**config.mk**
```make
export PLATFORM = sky130hd
export DESIGN_NAME = button_debounce_long_press
export DESIGN_NICKNAME = d
export VERILOG_FILES = /design/src/rtl/bdlp_pkg.sv /design/src/rtl/bdlp_core.sv /design/src/rtl/button_debounce_long_press.sv
export SDC_FILE = /design/constraint.sdc
export NUM_CORES = 1
export LEC_CHECK = 0
export BUFFER_PORTS_ARGS = -buffer_cell sky130_fd_sc_hd__buf_2
export CORE_MARGIN = 2
export CORE_UTILIZATION = 50
export DETAILED_ROUTE_END_ITERATION = 8
export PLACE_DENSITY = 0.68
export SKIP_LAST_GASP = 1
export SYNTH_ARGS = -nofsm -noshare
export SYNTH_HDL_FRONTEND = slang
export SYNTH_SLANG_ARGS = --single-unit
```
**constraint.sdc**
```tcl
create_clock -name clk -period 4.55 [get_ports clk]
set_input_delay 0.455 -clock clk [delete_from_list [all_inputs] [get_ports clk]]
set_output_delay 0.455 -clock clk [all_outputs]
set_load 0.1 [all_outputs]
```
**src/rtl/bdlp_pkg.sv**
```systemverilog
// Package for the button debouncer with long-press detection.
// Holds the phase and event codes, register indexes and the shared structs.
// No dependencies.
package bdlp_pkg;

  localparam int unsigned LOCKOUT_W = 10;
  localparam int unsigned HOLD_W    = 12;
  localparam int unsigned STEP_W    = 8;
  localparam int unsigned GAP_W     = 8;
  localparam int unsigned CFG_IDX_W = 2;
  localparam int unsigned CFG_DAT_W = 12;

  // Register reset values
  localparam logic [LOCKOUT_W-1:0] LOCKOUT_TIME_RST  = 10'd100;
  localparam logic [HOLD_W-1:0]    HOLD_TIME_RST     = 12'd800;
  localparam logic [STEP_W-1:0]    STEP_AMOUNT_RST   = 8'd10;
  localparam logic [STEP_W-1:0]    STEP_INTERVAL_RST = 8'd10;

  localparam logic [GAP_W-1:0]  GAP_MAX      = 8'd255;
  localparam logic [STEP_W-1:0] INTERVAL_MAX = 8'd254;

  // Register indexes on the configuration port
  localparam logic [CFG_IDX_W-1:0] REG_LOCKOUT_TIME  = 2'd0;
  localparam logic [CFG_IDX_W-1:0] REG_HOLD_TIME     = 2'd1;
  localparam logic [CFG_IDX_W-1:0] REG_STEP_AMOUNT   = 2'd2;
  localparam logic [CFG_IDX_W-1:0] REG_STEP_INTERVAL = 2'd3;

  typedef enum logic [1:0] {
    PH_RELEASED = 2'd0,
    PH_PRESSED  = 2'd1,
    PH_LONG     = 2'd2
  } phase_t;

  typedef enum logic [1:0] {
    EV_NONE     = 2'd0,
    EV_PRESSED  = 2'd1,
    EV_RELEASED = 2'd2,
    EV_LONG     = 2'd3
  } event_t;

  typedef struct packed {
    logic [LOCKOUT_W-1:0] lockout_time;
    logic [HOLD_W-1:0]    hold_time;
    logic [STEP_W-1:0]    step_amount;
    logic [STEP_W-1:0]    step_interval;
  } bdlp_cfg_t;

  typedef struct packed {
    event_t event_code;
    logic   switch_now;
  } bdlp_res_t;

endpackage

```
**src/rtl/bdlp_core.sv**
```systemverilog
// State update of the debouncer: accepted level, press phase, lockout and
// hold counters with their elapsed-tick counters. Uses bdlp_pkg.
module bdlp_core
  import bdlp_pkg::*;
(
  input  logic      clk,
  input  logic      rst_n,
  input  logic      item_vld,
  input  logic      switch_low,
  input  bdlp_cfg_t cfg,
  output bdlp_res_t res
);

  logic                 level_r, level_nxt;
  phase_t               phase_r, phase_nxt;
  logic [LOCKOUT_W-1:0] lockout_r, lockout_nxt;
  logic [HOLD_W-1:0]    hold_r, hold_nxt;
  logic [GAP_W-1:0]     lgap_r, lgap_nxt;
  logic [GAP_W-1:0]     hgap_r, hgap_nxt;

  logic                 sw;
  logic [STEP_W-1:0]    step;
  logic [STEP_W-1:0]    interval;
  logic [GAP_W-1:0]     lgap_inc;
  logic [GAP_W-1:0]     hgap_inc;
  logic [LOCKOUT_W-1:0] lockout_dec;
  logic [HOLD_W-1:0]    hold_dec;
  event_t               ev;

  assign sw       = ~switch_low;
  assign step     = (cfg.step_amount == '0) ? STEP_W'(1) : cfg.step_amount;
  assign interval = (cfg.step_interval > INTERVAL_MAX) ? INTERVAL_MAX : cfg.step_interval;
  assign lgap_inc = (lgap_r == GAP_MAX) ? GAP_MAX : lgap_r + GAP_W'(1);
  assign hgap_inc = (hgap_r == GAP_MAX) ? GAP_MAX : hgap_r + GAP_W'(1);

  // Saturating subtractions
  assign lockout_dec = (lockout_r > LOCKOUT_W'(step)) ? lockout_r - LOCKOUT_W'(step) : '0;
  assign hold_dec    = (hold_r > HOLD_W'(step)) ? hold_r - HOLD_W'(step) : '0;

  always_ff @(posedge clk) begin
    if (!rst_n) begin
      level_r   <= 1'b0;
      phase_r   <= PH_RELEASED;
      lockout_r <= '0;
      hold_r    <= HOLD_TIME_RST;
      lgap_r    <= '0;
      hgap_r    <= '0;
    end else begin
      level_r   <= level_nxt;
      phase_r   <= phase_nxt;
      lockout_r <= lockout_nxt;
      hold_r    <= hold_nxt;
      lgap_r    <= lgap_nxt;
      hgap_r    <= hgap_nxt;
    end
  end

  always_comb begin
    level_nxt   = level_r;
    phase_nxt   = phase_r;
    lockout_nxt = lockout_r;
    hold_nxt    = hold_r;
    lgap_nxt    = lgap_r;
    hgap_nxt    = hgap_r;
    ev          = EV_NONE;
    if (item_vld) begin
      lgap_nxt = lgap_inc;
      hgap_nxt = hgap_inc;
      if (sw != level_r) begin
        if (lockout_r == '0) begin
          lockout_nxt = cfg.lockout_time;
          level_nxt   = sw;
          if (sw) begin
            phase_nxt = PH_PRESSED;
            hold_nxt  = cfg.hold_time;
            ev        = EV_PRESSED;
          end else begin
            phase_nxt = PH_RELEASED;
            ev        = EV_RELEASED;
          end
        end else if (lgap_inc > interval) begin
          lockout_nxt = lockout_dec;
          lgap_nxt    = '0;
        end
      end else begin
        unique case (phase_r)
          PH_PRESSED: begin
            if (hold_r == '0) begin
              hold_nxt  = cfg.hold_time;
              phase_nxt = PH_LONG;
              ev        = EV_LONG;
            end else if (hgap_inc > interval) begin
              hold_nxt = hold_dec;
              hgap_nxt = '0;
            end
          end
          default: begin
          end
        endcase
      end
    end
  end

  assign res.event_code = ev;
  assign res.switch_now = sw;

endmodule

```
**src/rtl/button_debounce_long_press.sv**
```systemverilog
// Push-button debouncer with long-press detection, one input beat per
// millisecond tick. Each accepted input beat yields exactly one result beat,
// in order. The whole state update is a few compares and saturating
// subtractions between the state registers and a two-entry result buffer,
// so a beat can be accepted in every cycle while in_tready is high. in_tready
// falls only once both result entries are held by a stalled output.
// Configuration writes are always taken (cfg_ready is high) and should be
// made while no result is pending. Uses bdlp_pkg and bdlp_core.
module button_debounce_long_press
  import bdlp_pkg::*;
(
  input  logic                 clk,
  input  logic                 rst_n,
  // input beat
  input  logic                 in_tvalid,
  output logic                 in_tready,
  input  logic [7:0]           in_tdata,   // [0] switch_low, [7:1] zero
  // result beat
  output logic                 out_tvalid,
  input  logic                 out_tready,
  output logic [7:0]           out_tdata,  // [1:0] event_code, [2] switch_now, [7:3] zero
  // configuration writes
  input  logic                 cfg_valid,
  output logic                 cfg_ready,
  input  logic [CFG_IDX_W-1:0] cfg_index,
  input  logic [CFG_DAT_W-1:0] cfg_data
);

  bdlp_cfg_t cfg_r;
  bdlp_res_t res;
  bdlp_res_t main_r, skid_r;
  logic      main_vld_r, skid_vld_r;
  logic      in_acc;
  logic      main_free;

  assign cfg_ready = 1'b1;

  always_ff @(posedge clk) begin
    if (!rst_n) begin
      cfg_r.lockout_time  <= LOCKOUT_TIME_RST;
      cfg_r.hold_time     <= HOLD_TIME_RST;
      cfg_r.step_amount   <= STEP_AMOUNT_RST;
      cfg_r.step_interval <= STEP_INTERVAL_RST;
    end else if (cfg_valid) begin
      unique case (cfg_index)
        REG_LOCKOUT_TIME:  cfg_r.lockout_time  <= cfg_data[LOCKOUT_W-1:0];
        REG_HOLD_TIME:     cfg_r.hold_time     <= cfg_data[HOLD_W-1:0];
        REG_STEP_AMOUNT:   cfg_r.step_amount   <= cfg_data[STEP_W-1:0];
        REG_STEP_INTERVAL: cfg_r.step_interval <= cfg_data[STEP_W-1:0];
        default: begin
        end
      endcase
    end
  end

  assign in_tready = ~skid_vld_r;
  assign in_acc    = in_tvalid & in_tready;

  bdlp_core u_core (
    .clk       (clk),
    .rst_n     (rst_n),
    .item_vld  (in_acc),
    .switch_low(in_tdata[0]),
    .cfg       (cfg_r),
    .res       (res)
  );

  // Two-entry result buffer: the skid entry catches a beat while the
  // main entry is stalled and drains into it first.
  assign main_free = ~main_vld_r | out_tready;

  always_ff @(posedge clk) begin
    if (!rst_n) begin
      main_vld_r <= 1'b0;
      skid_vld_r <= 1'b0;
    end else if (main_free) begin
      if (skid_vld_r) begin
        main_vld_r <= 1'b1;
        skid_vld_r <= 1'b0;
      end else begin
        main_vld_r <= in_acc;
      end
    end else if (in_acc) begin
      skid_vld_r <= 1'b1;
    end
  end

  always_ff @(posedge clk) begin
    if (main_free) begin
      if (skid_vld_r) begin
        main_r <= skid_r;
      end else if (in_acc) begin
        main_r <= res;
      end
    end else if (in_acc) begin
      skid_r <= res;
    end
  end

  assign out_tvalid = main_vld_r;
  assign out_tdata  = {5'd0, main_r.switch_now, main_r.event_code};

endmodule
```
==> qor.csv, run 1 <==
metric,value,unit
worst slew pin tran,1.00,ns
switch share,0.445,
Layout fillers,996,
share of the synthesized area in the top cell type,0.313,
clock share of power,0.180,
initial antenna violation count,0,
WL final,12900,um
Yosys Warn Count,0,
CTS Root Cell,clkbuf_8,
max-cap viol count,0,
Worst EP required,4.81,ns
H-tree depth,3,
first-pass GRT wire length,21500,um
min Tclk post-route,3.71,ns
syn avg cell area,7.87,um2
static leakage,2.09,nW
sequential power share,0.335,
"Async S/R FF share, synth",0,
GR Overflow Total,0,
Die H,106,um
ANT cells,0,
Mapped Area,5170,um2
Reg area,1800,um2
Slew Limit Fails,0,
critical path launch point type,register,
Via Count,4704,
num ports,38,
GPL Wtd Cong,0.957,
fin util,0.539,
Internal,1.55,mW
area occupied by multi-input gates,3070,um2
Vias/cell,5.85,
count of input and output buffers,24,
#FFs+latches synth,87,
Worst-Skew Late Latency,0.36,ns
share of cells above drive strength 1,0.0988,
CP Max Fanout,15,
drt drc,0,
gr usage total,0.239,
final period utilization,0.815,
number of synthesized flops with an enable pin,6,
vias in the first global route,4543,
"commonest non-fill, non-tap cell in the layout",nand2_1,
Post-CTS Resized,0,
most frequent cells in the layout,"nand2_1, dfxtp_1, a21oi_1",
clk_skew,0.00709,ns
cts hold-fix bufs,0,
hpwl dp,9380,um
Worst Setup End Kind,register,
Synth area leader,dfxtp_1,
RSZ-0062 raised after global routing,no,
die width,106,um
clk buf depth,2,
relative slew slack,0.327,
status,"finished, final reports clean",
combinational share of power,0.485,
Pre-antenna DRT Iters,5,
"Clk pin slew, worst setup/hold paths",0.09,ns
final hold slack,0.332,ns
Setup CP Type,register to register,
post-CTS setup buffer count,0,
Initial DRC Count,287,
ANT nets after route,0,
Netlist cell types,67,
Final Hold Fails,0,
f_max,0.270,GHz
Hold WC Path Type,input pin to register,
Psw,1.24,mW
ys flop type,dfxtp_1,
worst vdd ir,0.000625,V
Gate Count Post-Synth,657,
Critical Path AT,3.97,ns
Initial Utilization,0.508,
Final Setup Violations,0,
Core Region,10200,um2
Die ar.,11200,um2
Placement Rows,37,
# nets final,723,
Area Growth Syn to Fin,6.22,%
largest net degree at the start of global routing,48,
DR WL/cell,16.0,um
Power Density,508,nW/um2
setup TNS,0,ns
CTS sink count,87,
Area contributors post-synth,"dfxtp_1, nand2_1, ha_1, a21oi_1, edfxtp_1",
cts bufs inserted,9,
sequential-to-total area share from yosys stat,0.348,
TritonCTS clock tree,built,
==> worst paths after layout <==
kind               startpoint          endpoint  slack, ns  depth (start not counted)
min              cfg_data[11]         cfg_r[27]       0.33                          3
min reg2reg          cfg_r[4]          cfg_r[4]       0.46                          2
max          u_core.hgap_r[0]  u_core.hold_r[5]       0.84                         13
max reg2reg  u_core.hgap_r[0]  u_core.hold_r[5]       0.84                         13
==> cells in the mapped netlist, drive strengths merged, types with 7 or more instances <==
cell type and count:
a211oi 7, a21oi 68, a22oi 11, and2 10
buf 17, clkbuf 23, dfxtp 81, ha 31
inv 29, nand2 119, nand2b 9, nand3 34
nand4 10, nor2 41, nor3 9, o21ai 33
xnor2 7, xor2 7
==> area by class of cell <==
| cell class | count | share of cell area |
|---|---|---|
| Sequential cell | 87 | 0.328 |
| Timing Repair Buffer | 31 | 0.0314 |
| Clock inverter | 7 | 0.00843 |
| Inverter | 29 | 0.0198 |
| Clock buffer | 9 | 0.0225 |
| Multi-Input combinational cell | 505 | 0.559 |
| Tap cell | 136 | 0.0310 |
==> routing by layer <==
layer	GRT usage	share of wire	vias to the layer above
met5	0	0	-
met4	0.0893	0.021	0
met3	0.0390	0.044	25
met2	0.394	0.47	105
met1	0.314	0.46	2231
li1	-	-	2343
==> kinds of logic after synthesis <==
kind of cell	after synthesis	synth area share
buffers and inverters	69	0.0610
multiplexers	5	0.0106
XOR/XNOR	14	0.0237
other	2	0.00145
AND/OR/NAND/NOR	270	0.245
flip-flops	87	0.348
AO/OA/AOI/OAI	177	0.227
adder cells (fa/ha/maj)	33	0.0827
==> metrics by stage <==
step | setup slack [ns] | total power, mW | instance area (um2) | cells
finish | 0.843 | 2.79 | 5490 | 804
global route | 0.537 | 2.98 | 5490 | 804
CTS | 0.840 | 2.79 | 5490 | 804
detailed placement | 0.861 | 2.29 | 5320 | 788
global placement | 0.938 | 2.25 | 5320 | 788
floorplan | 1.52 | 2.02 | 5190 | 661
==> worst max-delay path, cell delays in order (launching register included) <==
cell and delay, ns:
dfxtp_1 0.38, ha_1 0.29, nand4_1 0.20, nor2_1 0.14, mux2_2 0.36, ha_1 0.32
and4_1 0.23, nand3_1 0.09, a31oi_1 0.14, o22ai_1 0.13, a21oi_1 0.56, buf_4 0.31
nand2_1 0.09, o32a_1 0.37
==> power by group through the flow <==
stage                     clock (mW)  combinational [mW]  sequential [mW]
final                          0.502                1.35            0.937
after global routing           0.542                1.49            0.948
after CTS                      0.510                1.34            0.936
after detailed placement           0                1.33            0.954
after global placement             0                1.30            0.951
after floorplan                    0                1.04            0.983
==> registers in the layout (all words and copies together), names as in the netlist <==
name              count
u_core.level_r        1
out_tvalid            1
u_core.lockout_r     10
out_tdata             3
u_core.phase_r        2
u_core.hgap_r         8
u_core.lgap_r         8
cfg_r                38
u_core.hold_r        12
skid_r                3
skid_vld_r            1
Power figures use the tool's default switching activity.
==> inputs of run 2 (changes only) <==
==> constraint.sdc (replaced) <==
create_clock -name clk -period 3.6 [get_ports clk]
set_input_delay 0.36 -clock clk [delete_from_list [all_inputs] [get_ports clk]]
set_output_delay 0.36 -clock clk [all_outputs]
set_load 0.1 [all_outputs]
==> run 2 against run 1 <==
- first-iteration DRC count rose by 5.9%
- power is 29% higher
- sequential share of layout area decreased by 0.19 points
- clock power up 25%
- core utilization increased by 0.32 points
- die area unchanged
- hold slack got worse by 0.085 ns
- cell area grew 0.59%
- via count rose by 0.94%
- global-route usage shrank 0.38 points
- sequential power grew 26%
- combinational power is 32% higher
- critical path type unchanged
==> qor.csv, run 2 (same netlist as run 1, synthesis figures left out) <==
metric,value,unit,change
status,"finished, final reports clean",,
H-tree depth,3,,unchanged
vias in the first global route,4359,,-4.1%
slowest CP cell,o32a_1,,
Vias/cell,5.88,,+0.56%
Top Registers,"cfg_r (38), u_core.hold_r (12), u_core.lockout_r (10)",,
max incr delay on CP,0.38,ns,-0.18 ns
fin util,0.543,,+0.00319
largest net degree at the start of global routing,47,,-2.1%
final instance area,5530,um2,+0.59%
"Most flops, register",cfg_r,,
WP buf/inv,1,,unchanged
ANT nets after route,0,,unchanged
drt drc,0,,unchanged
Layout fillers,968,,-2.8%
cts hold-fix bufs,0,,unchanged
area occupied by multi-input gates,3080,um2,+0.16%
Slew Limit Fails,0,,unchanged
Hold WC Path Type,input pin to register,,
GPL Wtd Cong,0.961,,+0.34%
Die ar.,11200,um2,unchanged
final period utilization,0.951,,+0.136
Via Count,4748,,+0.94%
Inst Count DP,792,,+0.51%
static leakage,2.12,nW,+1.0%
sequence of cells on the critical path,ha_1 > nand4_1 > nor2_1 > mux2_2 > ha_1 > and4_1 > nand3_1 > a31oi_1 > o22ai_1 > a21oi_1 > buf_4 > nand2_1 > o32a_1,,
Worst-Skew Late Latency,0.36,ns,about the same
max-cap viol count,0,,unchanged
Area Growth Syn to Fin,6.85,%,
Worst Setup End Kind,register,,
min Tclk post-route,3.42,ns,-0.285 ns
count of input and output buffers,24,,unchanged
cell family with most CP delay,simple AND/OR/NAND/NOR gates,,
Reg area,1800,um2,unchanged
TritonCTS clock tree,built,,
Power Density,650,nW/um2,+28%
f_max,0.292,GHz,+8.3%
Post-Layout Cell Count,807,,+0.37%
relative slew slack,0.508,,+0.181
Initial Utilization,0.508,,unchanged
hpwl dp,9360,um,-0.25%
DP Area,5350,um2,+0.56%
num ports,38,,unchanged
Critical Path AT,3.68,ns,-0.29 ns
Initial DRC Count,304,,+5.9%
RSZ-0062 raised after global routing,no,,
# nets final,727,,+0.55%
worst vdd ir,0.000466,V,-25%
GR Overflow Total,0,,unchanged
Most common cell on crit path,ha_1,,
Worst EP required,3.86,ns,-0.95 ns
gr usage total,0.235,,-0.00378
DR WL/cell,15.8,um,-1.2%
CP Max Fanout,23,,+8
die width,106,um,unchanged
first-pass GRT wire length,21100,um,-1.9%
Placement Rows,37,,unchanged
critical path launch point type,register,,
Pre-antenna DRT Iters,5,,unchanged
WL final,12800,um,-0.80%
Die H,106,um,unchanged
Pwr Total,3.59,mW,+29%
clk buf depth,2,,unchanged
R2R setup slack,0.18,ns,-0.66 ns
CTS sink count,87,,unchanged
worst slew pin tran,0.735,ns,-0.265 ns
max reg flops,38,,unchanged
ANT cells,0,,unchanged
share of cells above drive strength 1,0.106,,+0.00701
Core Region,10200,um2,unchanged
Final Hold Fails,0,,unchanged
setup TNS,0,ns,unchanged
CTS Root Cell,clkbuf_8,,
"commonest non-fill, non-tap cell in the layout",nand2_1,,
Setup CP Type,register to register,,
Final Setup Violations,0,,unchanged
post-CTS setup buffer count,0,,unchanged
clk_skew,0.00924,ns,+0.00216 ns
most frequent cells in the layout,"nand2_1, dfxtp_1, a21oi_1",,
"Clk pin slew, worst setup/hold paths",0.09,ns,about the same
cts bufs inserted,9,,unchanged
initial antenna violation count,0,,unchanged
## run 2: cell count changes in the layout (fill, tap and decap cells not counted)
cell	before	now
or2_0	1	0
or4_1	3	2
o2111a_2	0	1
clkinv_2	3	1
or2_1	0	1
or4_4	1	2
clkinv_4	0	1
clkinvlp_4	1	0
inv_4	1	2
buf_4	7	11
o2111a_1	1	0
## run 2: what timing repair did
item                                    4_1_cts  5_1_grt
resized for setup                             0        3
hold endpoints to repair                      0        0
endpoints found under the setup margin        0       13
## run 2: worst register-to-register path, stage by stage, from the launching register on
cell and delay (ns):
dfxtp_1 0.37, ha_1 0.30, nand4_1 0.23, nor2_1 0.18, mux2_2 0.36, ha_1 0.31, and4_1 0.23, nand3_1 0.09
a31oi_1 0.17, o22ai_1 0.15, a21oi_1 0.15, buf_4 0.26, nand2_1 0.13, o32a_1 0.38
## run 2: where the power goes
| group | switching [mW] | leakage (nW) | internal, mW |
|---|---|---|---|
| clock | 0.373 | 0.0907 | 0.253 |
| combinational | 1.10 | 1.31 | 0.681 |
| sequential | 0.0851 | 0.716 | 1.10 |
| total | 1.56 | 2.12 | 2.03 |
## run 2: worst paths after layout
| kind | startpoint | end | cells past startpoint |
|---|---|---|---|
| worst min-delay path | cfg_data[11] | cfg_r[27] | 3 |
| worst max register to register | u_core.hgap_r[0] | u_core.hold_r[5] | 13 |
| worst min register to register | cfg_r[10] | cfg_r[10] | 2 |
| worst max-delay path | u_core.hgap_r[0] | u_core.hold_r[5] | 13 |
## run 2: layout make-up
type | instances | share of cell area
timing repair buffer | 35 | 0.0367
tap | 136 | 0.0308
inverter | 29 | 0.0197
clock inverter | 6 | 0.00792
multi-input combinational | 505 | 0.556
sequential | 87 | 0.326
clock buffer | 9 | 0.0224
## run 2: through the flow
step | hold WS (ns) | setup slack, ns
5_1_grt | 0.234 | 0.0276
6_report | 0.247 | 0.178
4_1_cts | 0.231 | 0.170
3_3_place_gp | 0.444 | 0.268
2_1_floorplan | 0.432 | 0.565
3_5_place_dp | 0.447 | 0.209
## run 2: metal layers
layer / up-vias / GRT usage / wire, um
met1: 2253 / 0.318 / 5860
met3: 12 / 0.0421 / 666
met5: - / 0 / 0
met2: 125 / 0.380 / 6100
met4: 0 / 0.0752 / 152
li1: 2358 / - / -
